`config.mk`:
```
export PLATFORM = sky130hd
export DESIGN_NAME = tlb_fifo_lru_translate_core
export DESIGN_NICKNAME = d
export VERILOG_FILES = /design/src/hw/rtl/tlbflt_pkg.sv /design/src/hw/rtl/tlbflt_div.sv /design/src/hw/rtl/tlbflt_ctrl.sv /design/src/hw/rtl/tlbflt_dp.sv /design/src/hw/rtl/tlb_fifo_lru_translate_core.sv
export SDC_FILE = /design/constraint.sdc
export NUM_CORES = 2
export LEC_CHECK = 0
export BUFFER_PORTS_ARGS = -buffer_cell sky130_fd_sc_hd__buf_2
export CAP_MARGIN = 25
export CORE_ASPECT_RATIO = 1.5
export CORE_MARGIN = 2
export CORE_UTILIZATION = 55
export DETAILED_ROUTE_END_ITERATION = 8
export GPL_TIMING_DRIVEN = 0
export PLACE_DENSITY = 0.71
export SLEW_MARGIN = 20
export SYNTH_ARGS = -nofsm -noshare
export SYNTH_HDL_FRONTEND = slang
export SYNTH_SLANG_ARGS = --single-unit
```
`constraint.sdc`:
```
create_clock -name clk -period 27.7 [get_ports clk]
set_clock_uncertainty 0.2 [all_clocks]
set_input_delay 5.54 -clock clk [delete_from_list [all_inputs] [get_ports clk]]
set_output_delay 5.54 -clock clk [all_outputs]
set_load 0.05 [all_outputs]
```
`src/hw/rtl/tlbflt_pkg.sv`:
```
// Package: shared types, constants and command codes of the TLB
`default_nettype none
package tlbflt_pkg;
  localparam int TlbDepth   = 16;
  localparam int IdxW       = $clog2(TlbDepth);
  localparam int CntW       = $clog2(TlbDepth + 1);
  localparam int StampW     = 32;

  localparam logic [1:0] CMD_LOOKUP = 2'd0;
  localparam logic [1:0] CMD_FILL   = 2'd1;
  localparam logic [1:0] CMD_INVAL  = 2'd2;
  localparam logic [1:0] CMD_FLUSH  = 2'd3;

  localparam logic [1:0] REG_POLICY = 2'd0;
  localparam logic [1:0] REG_PSIZE  = 2'd1;
  localparam logic [1:0] REG_EPT    = 2'd2;
  localparam logic [1:0] REG_NUSE   = 2'd3;

  typedef enum logic [2:0] {
    ST_IDLE,
    ST_DIV1,
    ST_DIV2,
    ST_SCAN,
    ST_DONE
  } state_t;

  // controller to datapath
  typedef struct packed {
    logic load;       // capture incoming transaction, start first divide
    logic div1_start; // start page / ept
    logic scan_start; // start entry search
    logic finish;     // apply update and present result
  } dp_cmd_t;

  // datapath to controller
  typedef struct packed {
    logic div_done;
    logic scan_done;
  } dp_sts_t;
endpackage
`default_nettype wire

```
`src/hw/rtl/tlbflt_div.sv`:
```
// Restoring 32-bit by 17-bit divider, one quotient bit per cycle
`default_nettype none
module tlbflt_div (
  input  wire logic        clk,
  input  wire logic        rst_n,
  input  wire logic        start,
  input  wire logic [31:0] dividend,
  input  wire logic [16:0] divisor,
  output logic             done,
  output logic [31:0]      quotient,
  output logic [16:0]      remainder
);
  logic [31:0] q_r, q_nxt;
  logic [16:0] rem_r, rem_nxt;
  logic [16:0] dvs_r, dvs_nxt;
  logic [5:0]  cnt_r, cnt_nxt;
  logic        busy_r, busy_nxt;
  logic [17:0] trial;
  logic [18:0] diff;
  logic [31:0] q_step;
  logic [16:0] rem_step;

  // shift in next dividend bit and try subtract
  always_comb begin
    trial    = {rem_r, q_r[31]};
    diff     = {1'b0, trial} - {2'b00, dvs_r};
    q_step   = {q_r[30:0], ~diff[18]};
    rem_step = diff[18] ? trial[16:0] : diff[16:0];
  end

  // load on start, else advance one bit while busy
  always_comb begin
    q_nxt     = q_r;
    rem_nxt   = rem_r;
    dvs_nxt   = dvs_r;
    cnt_nxt   = cnt_r;
    busy_nxt  = busy_r;
    if (start) begin
      q_nxt    = dividend;
      rem_nxt  = '0;
      dvs_nxt  = (divisor == '0) ? 17'd1 : divisor;
      cnt_nxt  = 6'd32;
      busy_nxt = 1'b1;
    end else if (busy_r) begin
      q_nxt   = q_step;
      rem_nxt = rem_step;
      cnt_nxt = cnt_r - 6'd1;
      if (cnt_r == 6'd1) busy_nxt = 1'b0;
    end
  end

  always_ff @(posedge clk) begin
    if (!rst_n) begin
      busy_r <= 1'b0;
      cnt_r  <= '0;
    end else begin
      busy_r <= busy_nxt;
      cnt_r  <= cnt_nxt;
    end
    q_r   <= q_nxt;
    rem_r <= rem_nxt;
    dvs_r <= dvs_nxt;
  end

  assign done      = busy_r && (cnt_r == 6'd1);
  assign quotient  = q_step;
  assign remainder = rem_step;
endmodule
`default_nettype wire

```
`src/hw/rtl/tlbflt_ctrl.sv`:
```
// Controller: sequences divide, entry scan and result handoff
`default_nettype none
module tlbflt_ctrl (
  input  wire logic              clk,
  input  wire logic              rst_n,
  input  wire logic              in_valid,
  output logic                   in_stall,
  output logic                   out_valid,
  input  wire logic              out_stall,
  output tlbflt_pkg::dp_cmd_t    cmd,
  input  wire tlbflt_pkg::dp_sts_t sts
);
  tlbflt_pkg::state_t state_r, state_nxt;

  always_ff @(posedge clk) begin
    if (!rst_n) begin
      state_r <= tlbflt_pkg::ST_IDLE;
    end else begin
      state_r <= state_nxt;
    end
  end

  // next state and commands
  always_comb begin
    state_nxt    = state_r;
    cmd          = '0;
    in_stall     = 1'b1;
    out_valid    = 1'b0;
    unique case (state_r)
      tlbflt_pkg::ST_IDLE: begin
        in_stall = 1'b0;
        if (in_valid) begin
          cmd.load  = 1'b1;
          state_nxt = tlbflt_pkg::ST_DIV1;
        end
      end
      tlbflt_pkg::ST_DIV1: begin
        if (sts.div_done) begin
          cmd.div1_start = 1'b1;
          cmd.scan_start = 1'b1;
          state_nxt      = tlbflt_pkg::ST_DIV2;
        end
      end
      tlbflt_pkg::ST_DIV2: begin
        if (sts.div_done) state_nxt = tlbflt_pkg::ST_SCAN;
      end
      tlbflt_pkg::ST_SCAN: begin
        if (sts.scan_done) begin
          cmd.finish = 1'b1;
          state_nxt  = tlbflt_pkg::ST_DONE;
        end
      end
      tlbflt_pkg::ST_DONE: begin
        out_valid = 1'b1;
        if (!out_stall) begin
          state_nxt = tlbflt_pkg::ST_IDLE;
        end
      end
      default: state_nxt = tlbflt_pkg::ST_IDLE;
    endcase
  end
endmodule
`default_nettype wire

```
`src/hw/rtl/tlbflt_dp.sv`:
```
// Datapath: entry arrays, shared divider, sequential search and victim scan
`default_nettype none
module tlbflt_dp (
  input  wire logic                clk,
  input  wire logic                rst_n,
  input  wire logic                cfg_we,
  input  wire logic [1:0]          cfg_index,
  input  wire logic [16:0]         cfg_data,
  input  wire tlbflt_pkg::dp_cmd_t cmd,
  output tlbflt_pkg::dp_sts_t      sts,
  input  wire logic [1:0]          in_command,
  input  wire logic [31:0]         in_logical_address,
  input  wire logic [31:0]         in_frame_base,
  output logic                     out_hit,
  output logic [31:0]              out_physical_address,
  output logic [31:0]              out_page_number,
  output logic [31:0]              out_first_level_index,
  output logic [15:0]              out_second_level_index,
  output logic [3:0]               out_entry_index,
  output logic [4:0]               out_freed_count
);
  localparam int D  = tlbflt_pkg::TlbDepth;
  localparam int IW = tlbflt_pkg::IdxW;
  localparam int CW = tlbflt_pkg::CntW;
  localparam int SW = tlbflt_pkg::StampW;

  // configuration
  logic        policy_r;
  logic [16:0] psize_r, ept_r;
  logic [4:0]  nuse_r;
  always_ff @(posedge clk) begin
    if (!rst_n) begin
      policy_r <= 1'b0;
      psize_r  <= 17'd64;
      ept_r    <= 17'd4;
      nuse_r   <= 5'd4;
    end else if (cfg_we) begin
      unique case (cfg_index)
        tlbflt_pkg::REG_POLICY: policy_r <= cfg_data[0];
        tlbflt_pkg::REG_PSIZE:  psize_r  <= cfg_data;
        tlbflt_pkg::REG_EPT:    ept_r    <= cfg_data;
        tlbflt_pkg::REG_NUSE:   nuse_r   <= cfg_data[4:0];
        default: ;
      endcase
    end
  end

  // clamp entry count to 1..D
  logic [CW-1:0] n_act;
  always_comb begin
    if (nuse_r == 5'd0) n_act = CW'(1);
    else if (32'(nuse_r) > D) n_act = CW'(D);
    else n_act = CW'(nuse_r);
  end

  // captured transaction
  logic [1:0]  cmd_r;
  logic [31:0] addr_r, frame_r;
  always_ff @(posedge clk) begin
    if (cmd.load) begin
      cmd_r   <= in_command;
      addr_r  <= in_logical_address;
      frame_r <= in_frame_base;
    end
  end

  // shared divider: first address / page size, then page / ept
  logic        div_start, div_done;
  logic [31:0] div_a, div_q;
  logic [16:0] div_b, div_rem;
  logic [31:0] page_r, offset_r;
  assign div_start = cmd.load | cmd.div1_start;
  assign div_a     = cmd.load ? in_logical_address : div_q;
  assign div_b     = cmd.load ? psize_r : ept_r;
  tlbflt_div u_div (
    .clk(clk), .rst_n(rst_n), .start(div_start), .dividend(div_a),
    .divisor(div_b), .done(div_done), .quotient(div_q), .remainder(div_rem)
  );
  always_ff @(posedge clk) begin
    if (cmd.div1_start) begin
      page_r   <= div_q;
      offset_r <= 32'(div_rem);
    end
  end
  logic [31:0] l1_r;
  logic [15:0] l2_r;
  logic        div2_r;
  always_ff @(posedge clk) begin
    if (!rst_n) div2_r <= 1'b0;
    else if (cmd.div1_start) div2_r <= 1'b1;
    else if (div_done) div2_r <= 1'b0;
  end
  always_ff @(posedge clk) begin
    if (div2_r && div_done) begin
      l1_r <= div_q;
      l2_r <= div_rem[15:0];
    end
  end

  // entry storage
  logic [D-1:0]  valid_r;
  logic [31:0]   page_mem [D];
  logic [31:0]   frame_mem [D];
  logic [SW-1:0] use_r [D];
  logic [SW-1:0] ins_r [D];
  logic [SW-1:0] evt_r;

  // scan: one entry per cycle
  logic          scan_busy_r;
  logic [CW-1:0] scan_i_r;
  logic [IW-1:0] sidx;
  logic          found_r;
  logic [IW-1:0] found_idx_r;
  logic          free_r;
  logic [IW-1:0] free_idx_r;
  logic [IW-1:0] best_r;
  logic [SW-1:0] best_stamp_r;
  logic [CW-1:0] freed_r;
  logic [CW-1:0] scan_lim;
  logic          is_mgmt;
  logic [SW-1:0] cur_stamp;
  logic          match, kill;
  logic          scan_done;
  logic [IW-1:0] fill_idx;
  assign is_mgmt  = cmd_r[1];
  assign scan_lim = is_mgmt ? CW'(D) : n_act;
  assign sidx     = scan_i_r[IW-1:0];
  assign cur_stamp = policy_r ? use_r[sidx] : ins_r[sidx];
  assign match = valid_r[sidx] && (page_mem[sidx] == page_r);
  assign kill  = valid_r[sidx] &&
                 ((cmd_r == tlbflt_pkg::CMD_FLUSH) || (frame_mem[sidx] == frame_r));
  assign scan_done = scan_busy_r && !div2_r && (scan_i_r == scan_lim);
  assign sts       = '{div_done: div_done, scan_done: scan_done};
  assign fill_idx  = free_r ? free_idx_r : best_r;

  always_ff @(posedge clk) begin
    if (!rst_n) begin
      scan_busy_r <= 1'b0;
      valid_r     <= '0;
      evt_r       <= SW'(1);
      for (int k = 0; k < D; k++) begin
        use_r[k] <= '0;
        ins_r[k] <= '0;
      end
    end else begin
      if (cmd.scan_start) begin
        scan_busy_r <= 1'b1;
        scan_i_r    <= '0;
        found_r     <= 1'b0;
        free_r      <= 1'b0;
        best_r      <= '0;
        freed_r     <= '0;
      end else if (scan_busy_r && scan_i_r != scan_lim) begin
        scan_i_r <= scan_i_r + CW'(1);
        if (is_mgmt) begin
          if (kill) begin
            valid_r[sidx] <= 1'b0;
            freed_r       <= freed_r + CW'(1);
          end
        end else begin
          if (match && !found_r) begin
            found_r     <= 1'b1;
            found_idx_r <= sidx;
          end
          if (!valid_r[sidx] && !free_r) begin
            free_r     <= 1'b1;
            free_idx_r <= sidx;
          end
          if (scan_i_r == '0 || cur_stamp < best_stamp_r) begin
            best_r       <= sidx;
            best_stamp_r <= cur_stamp;
          end
        end
      end
      if (cmd.finish) begin
        scan_busy_r <= 1'b0;
        if (cmd_r == tlbflt_pkg::CMD_LOOKUP && found_r) begin
          use_r[found_idx_r] <= evt_r;
          evt_r <= evt_r + SW'(1);
        end else if (cmd_r == tlbflt_pkg::CMD_FILL) begin
          valid_r[fill_idx] <= 1'b1;
          use_r[fill_idx]   <= evt_r;
          ins_r[fill_idx]   <= evt_r;
          evt_r <= evt_r + SW'(1);
        end
      end
    end
  end

  // page and frame stores, written on fill
  always_ff @(posedge clk) begin
    if (cmd.finish && cmd_r == tlbflt_pkg::CMD_FILL) begin
      page_mem[fill_idx]  <= page_r;
      frame_mem[fill_idx] <= frame_r;
    end
  end

  // result register
  logic        hit_r;
  logic [31:0] phys_r, pn_r, l1o_r;
  logic [15:0] l2o_r;
  logic [3:0]  eidx_r;
  logic [4:0]  fc_r;
  always_ff @(posedge clk) begin
    if (cmd.finish) begin
      hit_r  <= 1'b0;
      phys_r <= '0;
      pn_r   <= '0;
      l1o_r  <= '0;
      l2o_r  <= '0;
      eidx_r <= '0;
      fc_r   <= '0;
      if (is_mgmt) begin
        fc_r <= 5'(freed_r);
      end else begin
        pn_r  <= page_r;
        l1o_r <= l1_r;
        l2o_r <= l2_r;
        if (cmd_r == tlbflt_pkg::CMD_FILL) begin
          hit_r  <= 1'b1;
          phys_r <= frame_r + offset_r;
          eidx_r <= 4'(fill_idx);
        end else if (found_r) begin
          hit_r  <= 1'b1;
          phys_r <= frame_mem[found_idx_r] + offset_r;
          eidx_r <= 4'(found_idx_r);
        end
      end
    end
  end

  assign out_hit                = hit_r;
  assign out_physical_address   = phys_r;
  assign out_page_number        = pn_r;
  assign out_first_level_index  = l1o_r;
  assign out_second_level_index = l2o_r;
  assign out_entry_index        = eidx_r;
  assign out_freed_count        = fc_r;
endmodule
`default_nettype wire

```
`src/hw/rtl/tlb_fifo_lru_translate_core.sv`:
```
// Top level: fully associative TLB with FIFO or LRU replacement
// Usage:
//   in_valid/in_stall carries one command (lookup, fill, invalidate by
//   frame, flush) with address and frame; out_valid/out_stall returns one
//   result per command. Configuration is written via cfg_we/cfg_index/
//   cfg_data; the user must do so while idle, unenforced by the block.
// Sequencing:
//   One transaction is in flight at a time. The shared bit-serial divider
//   first computes address / page size and then page / entries_per_table;
//   the entry scan (one entry per cycle, at most 16) runs during the second
//   divide. In the SCAN state the finish command then updates the entries
//   and registers the result; out_valid is raised in the DONE state, and a
//   new transaction is accepted only once the result is taken and the
//   controller is back in idle.
// Reset: rst_n (synchronous) clears all valid bits and stamps, sets the
//   event counter to one and loads the configuration defaults.
// Stall: the result is held in the output register while out_stall is
//   high; no new transaction is accepted until it is taken.
`default_nettype none
module tlb_fifo_lru_translate_core (
  input  wire logic        clk,
  input  wire logic        rst_n,
  input  wire logic        cfg_we,
  input  wire logic [1:0]  cfg_index,
  input  wire logic [16:0] cfg_data,
  input  wire logic        in_valid,
  output logic             in_stall,
  input  wire logic [1:0]  in_command,
  input  wire logic [31:0] in_logical_address,
  input  wire logic [31:0] in_frame_base,
  output logic             out_valid,
  input  wire logic        out_stall,
  output logic             out_hit,
  output logic [31:0]      out_physical_address,
  output logic [31:0]      out_page_number,
  output logic [31:0]      out_first_level_index,
  output logic [15:0]      out_second_level_index,
  output logic [3:0]       out_entry_index,
  output logic [4:0]       out_freed_count
);
  tlbflt_pkg::dp_cmd_t cmd;
  tlbflt_pkg::dp_sts_t sts;

  tlbflt_ctrl u_ctrl (
    .clk(clk), .rst_n(rst_n), .in_valid(in_valid), .in_stall(in_stall),
    .out_valid(out_valid), .out_stall(out_stall), .cmd(cmd), .sts(sts)
  );

  tlbflt_dp u_dp (
    .clk(clk), .rst_n(rst_n), .cfg_we(cfg_we), .cfg_index(cfg_index),
    .cfg_data(cfg_data), .cmd(cmd), .sts(sts), .in_command(in_command),
    .in_logical_address(in_logical_address), .in_frame_base(in_frame_base),
    .out_hit(out_hit), .out_physical_address(out_physical_address),
    .out_page_number(out_page_number),
    .out_first_level_index(out_first_level_index),
    .out_second_level_index(out_second_level_index),
    .out_entry_index(out_entry_index), .out_freed_count(out_freed_count)
  );
endmodule
`default_nettype wire

```
# Word-level counts from Yosys, hierarchy flattened
# Memories as Yosys holds them, arrays and structs flattened. A register that Yosys moved wholly into a read port is not among the register bits.
# Cells that the tools add are included.
dict set report totals {
  inputBits 90
  mem_bits_rw 2048
  memories 4
  ff_bits 475
  elab_cells 230
  output_inout_bits 124
}
dict set report classes {
  n_eq_ne 20
  order_cmp 6
  reduce_logical 53
  bitwise_logic 8
  add_sub_neg 7
  n_mux 96
}
# name words width rd rd_clocked_by_memory_dff wr line
set mem_list {}
lappend mem_list {u_dp.frame_mem 16 32 2 2 1 tlbflt_dp.sv:103} ;# logic [31:0] frame_mem [D];
lappend mem_list {u_dp.ins_r 16 32 1 1 16 tlbflt_dp.sv:105} ;# logic [SW-1:0] ins_r [D];
lappend mem_list {u_dp.page_mem 16 32 1 1 1 tlbflt_dp.sv:102} ;# logic [31:0] page_mem [D];
lappend mem_list {u_dp.use_r 16 32 1 1 16 tlbflt_dp.sv:104} ;# logic [SW-1:0] use_r [D];
# op count
set op_table {}
lappend op_table {{32-bit two-way mux} 11}
lappend op_table {{16-bit two-way mux} 8}
lappend op_table {{32-bit OR reduction} 3}
lappend op_table {{4-bit two-way mux} 18}
lappend op_table {{32-bit by 17-bit adder with 32-bit output} 2}
lappend op_table {{32-bit equality test} 2}
lappend op_table {{1-bit two-way mux} 37}
lappend op_table {{5-bit two-way mux} 7}
lappend op_table {{17-bit two-way mux} 2}
lappend op_table {{32-bit by 1-bit adder with 32-bit output, second input constant} 1}
lappend op_table {{32-bit < comparator} 1}
lappend op_table {{5-bit AND reduction} 4}
lappend op_table {{18-bit by 17-bit subtractor with 19-bit output} 1}
lappend op_table {{2-bit nonzero test} 9}
lappend op_table {{17-bit logical NOT} 1}
lappend op_table {{16-bit bitwise AND} 1}
lappend op_table {{16-bit NOT} 1}
lappend op_table {{16-bit OR} 1}
lappend op_table {{4-bit AND reduction} 4}
lappend op_table {{3-bit two-way mux} 5}
lappend op_table {{3-bit case mux with 5 select lines} 1}
lappend op_table {{1-bit logical AND} 13}
lappend op_table {{6-bit two-way mux} 2}
lappend op_table {{2-bit AND reduction} 6}
lappend op_table {{26 further kinds} 49}

# Longest topological paths before layout
dict set report logic_depth {
  word_depth 15
  ltp_mapped 22
  ltp_nobuf 13
}

# Modules after synthesis
# From an unflattened synthesis, not the netlist that was laid out.
dict set report hier_totals {
  cells_unflattened 6598
  area_unflattened_um2 112588.0
}
# mod cells_per_inst area_each_um2 instances
set modules_own_cells {}
lappend modules_own_cells {tlbflt_dp 6179 108160.0 1}
lappend modules_own_cells {tlbflt_div 392 4196.5 1}
lappend modules_own_cells {tlbflt_ctrl 27 231.5 1}

# Least setup slack after synthesis
# OpenSTA, ideal clock, no wires.
dict set report synth_timing {
  path_type {input-to-reg}
  startpoint {input rst_n}
  endpoint {memory u_dp.use_r[0][0] (netlist bit) (enable)}
  slack_ps 17896
  required_time_ps 27034
  path_buffers 3
  setup_ps 466
  t_arrival_ps 9138
  cell_stages 7
  cell_sequence {clkbuf_1 > nand3_1 > clkbuf_1 > o21ai_0 > o21ai_0 > clkbuf_1 > o21ai_0}
}
# element line
set synth_rtl {}
lappend synth_rtl {{from (decl)} tlb_fifo_lru_translate_core.sv:22} ;# input wire logic rst_n,
lappend synth_rtl {{to (decl)} tlbflt_dp.sv:104}

==> impl_metrics.ini <==
[outcome]
outcome = complete, no violations

[sta]
relSlewSlack = 0.203
fin_crit_ns = 9.72
finalCritPeriodShare = 0.351
setup_tns_ns = 0
rsz0062_at_grt = no
report.final.slew_viol_count = 0
max_freq_mhz = 103
worst_pin_slew_ns = 1.20
hold_viol_final = 0
setup_viol = 0

[job]
drv_cap = 0

[final_layout]
multiInputGateArea_um2 = 34900
layout.nets = 7343
layout-drive-gt1-share = 0.234
fillers = 14300
final_cell_area_um2 = 126000
final-seq-area_um2 = 74800
area_growth_pct = 13.0

[grt]
grt_max_degree = 39
track_usage = 0.346
grt_pass1_wl_mm = 498
overflow = 0
antenna_found_initial = 30
grt_pass1_vias = 68200

[placed_design]
hpwl_mm = 257
place_congestion = 1.01
dpl_cell_area_um2 = 119000
numPortBuffers = 211

[yosys]
synth.most_common_cell = edfxtp_1
synth.cells.most_frequent = edfxtp_1, mux4_2, and3_1
yosysTopAreaCell = edfxtp_1
synthTopCellsByArea = edfxtp_1, mux4_2, and3_1
synth-edff-count = 2406
synth_ff_type = edfxtp_1
synth.top_cell.area_share = 0.645
synth_seq_area_share = 0.668
synth-seq-cells = 2531
synthesis.area_um2 = 112000
async_flop_share = 0
synth_cells = 6600
yosysWarnings = 0
syn_nets = 6783
synth_cell_types = 85
avgSynthCellArea_um2 = 17.0

[critical_path]
cp_max_fo = 19
crit_chain = buf_2 > buf_2 > buf_2 > buf_2 > buf_2 > buf_2 > clkbuf_1 > clkbuf_1 > mux4_2 > mux4_2 > mux2_2 > ha_1 > a21o_1 > a21o_1 > a21o_1 > a21o_1 > a21o_1 > a21o_1 > a211oi_1 > nor2_1 > nor2_4 > buf_16
slowest_stage = clkbuf_1
path_class = register to register
start_kind = register
end_kind = register
crit_arrival_ns = 10.10
slowest_delay_ns = 0.93
cp.required_ns = 28.08

[clock_tree]
clk_pin_slew_ns = 0.07
htree_num_levels = 4
cts_repair_resize_count = 0
clk_path_buf_depth = 4
clkLatencyLatePin_ns = 0.93
cts_tree = built
hold_buffers = 0
cts_root_buf = clkbuf_16
cts_setup_buffers = 0
cts_buffers = 235
clock-sinks = 2531

[drt]
post_drt_wl_per_cell_um = 35.9
drt_iter0_markers = 9552
first_pass_iters = 8
drc = 0
vias = 67800
vias_per_cell = 6.78
ant_nets = 0
wirelength_mm = 359

[die]
die_area_um2 = 207000
die_h_um = 557
core_um2 = 202000
rows = 202
ios = 214
die_width_um = 372
start_util = 0.554

[min_path]
hold_path_class = register to register

[pwr]
p_per_area_nw_per_um2 = 63.3
leakagePower_nw = 44.7
vdd_ir_drop_max_mv = 0.0598
## sequential cells by signal, summed over array words and instances, names as in the netlist, 16 cells and up, named ones only
name and cells:
u_dp.best_stamp_r 32, u_dp.ept_r 17, u_dp.evt_r 32, u_dp.frame_mem 512
u_dp.frame_r 32, u_dp.ins_r 512, u_dp.l1_r 32, u_dp.l2_r 16
u_dp.offset_r 17, u_dp.out_first_level_index 32, u_dp.out_page_number 32, u_dp.out_physical_address 32
u_dp.out_second_level_index 16, u_dp.page_mem 512, u_dp.page_r 32, u_dp.psize_r 17
u_dp.u_div.dvs_r 17, u_dp.u_div.q_r 32, u_dp.u_div.rem_r 17, u_dp.use_r 512
u_dp.valid_r 16
## critical path: cells and delay by family (launching register included)
kind / cells / cell delay (ns)
flip-flops: 1 / 0.30
AO/OA/AOI/OAI: 7 / 1.68
adder cells (fa/ha/maj): 1 / 0.32
buffers and inverters: 9 / 4.86
multiplexers: 3 / 1.22
AND/OR/NAND/NOR: 2 / 0.71
## per-layer routing
layer	vias to the layer above	wire, µm	GRT usage
li1	27400	-	-
met1	34500	110000	0.383
met2	4628	178000	0.580
met3	1242	36400	0.0707
met4	20	35000	0.277
met5	-	135	0
## cell usage in the layout (no fill, tap or decap), types with 125 or more instances in the layout
cell,netlist,final
mux2i_1,150,150
and2_1,346,345
and3_1,567,567
clkbuf_1,434,446
buf_2,61,298
nor2_1,159,158
clkbuf_16,0,236
nand2_1,177,173
edfxtp_1,2406,2406
dfxtp_1,125,125
mux4_2,722,722
## layout make-up
cell class / instances / area share
multi-input combinational: 3415 / 0.276
clock inverter: 113 / 0.00800
inverter: 90 / 0.00267
tap: 2652 / 0.0262
antenna: 10 / 0.000198
clock buffer: 302 / 0.0494
buffer: 564 / 0.0196
timing repair buffer: 323 / 0.0270
sequential: 2531 / 0.591
## through the flow
stage / hold slack, ns / worst slack, ns / utilization / instances / power (W)
3_5_place_dp: 0.245 / 17.87 / 0.589 / 9570 / 0.00490
2_1_floorplan: 0.233 / 17.90 / - / 6600 / 0.00468
4_1_cts: 0.231 / 18.16 / 0.625 / 9985 / 0.00799
6_report: 0.234 / 17.98 / 0.625 / 10000 / 0.00801
3_3_place_gp: 0.239 / 12.06 / 0.575 / 9463 / 0.00487
5_1_grt: 0.253 / 18.14 / 0.625 / 9991 / 0.00817
## kinds of logic after synthesis
logic type | synth area share
AOI/OAI and AO/OA | 0.0254
buffers and inverters | 0.0241
DFF | 0.668
adders and majority gates | 0.0106
muxes | 0.172
xor gates and xnor gates | 0.0124
and+or+nand+nor | 0.0878
## path summary, 6_finish.rpt
kind | cells past startpoint | to | startpoint | slack [ns]
setup / recovery | 22 | u_dp.best_stamp_r[8] | register | 17.98
hold / removal | 0 | u_dp.page_r[17] | u_dp.u_div.q_r[16] | 0.23
setup reg to reg | 22 | u_dp.best_stamp_r[8] | register | 17.98
hold reg to reg | 0 | u_dp.page_r[17] | u_dp.u_div.q_r[16] | 0.23
## where the power goes
part / leakage [nW] / internal [W] / switching (W)
clock: 3.55 / 0.00174 / 0.00143
sequential: 24.0 / 0.00428 / 0.0000670
combinational: 17.1 / 0.000178 / 0.000311
total: 44.7 / 0.00620 / 0.00181
Note: power is estimated with default switching activity, not from simulation.
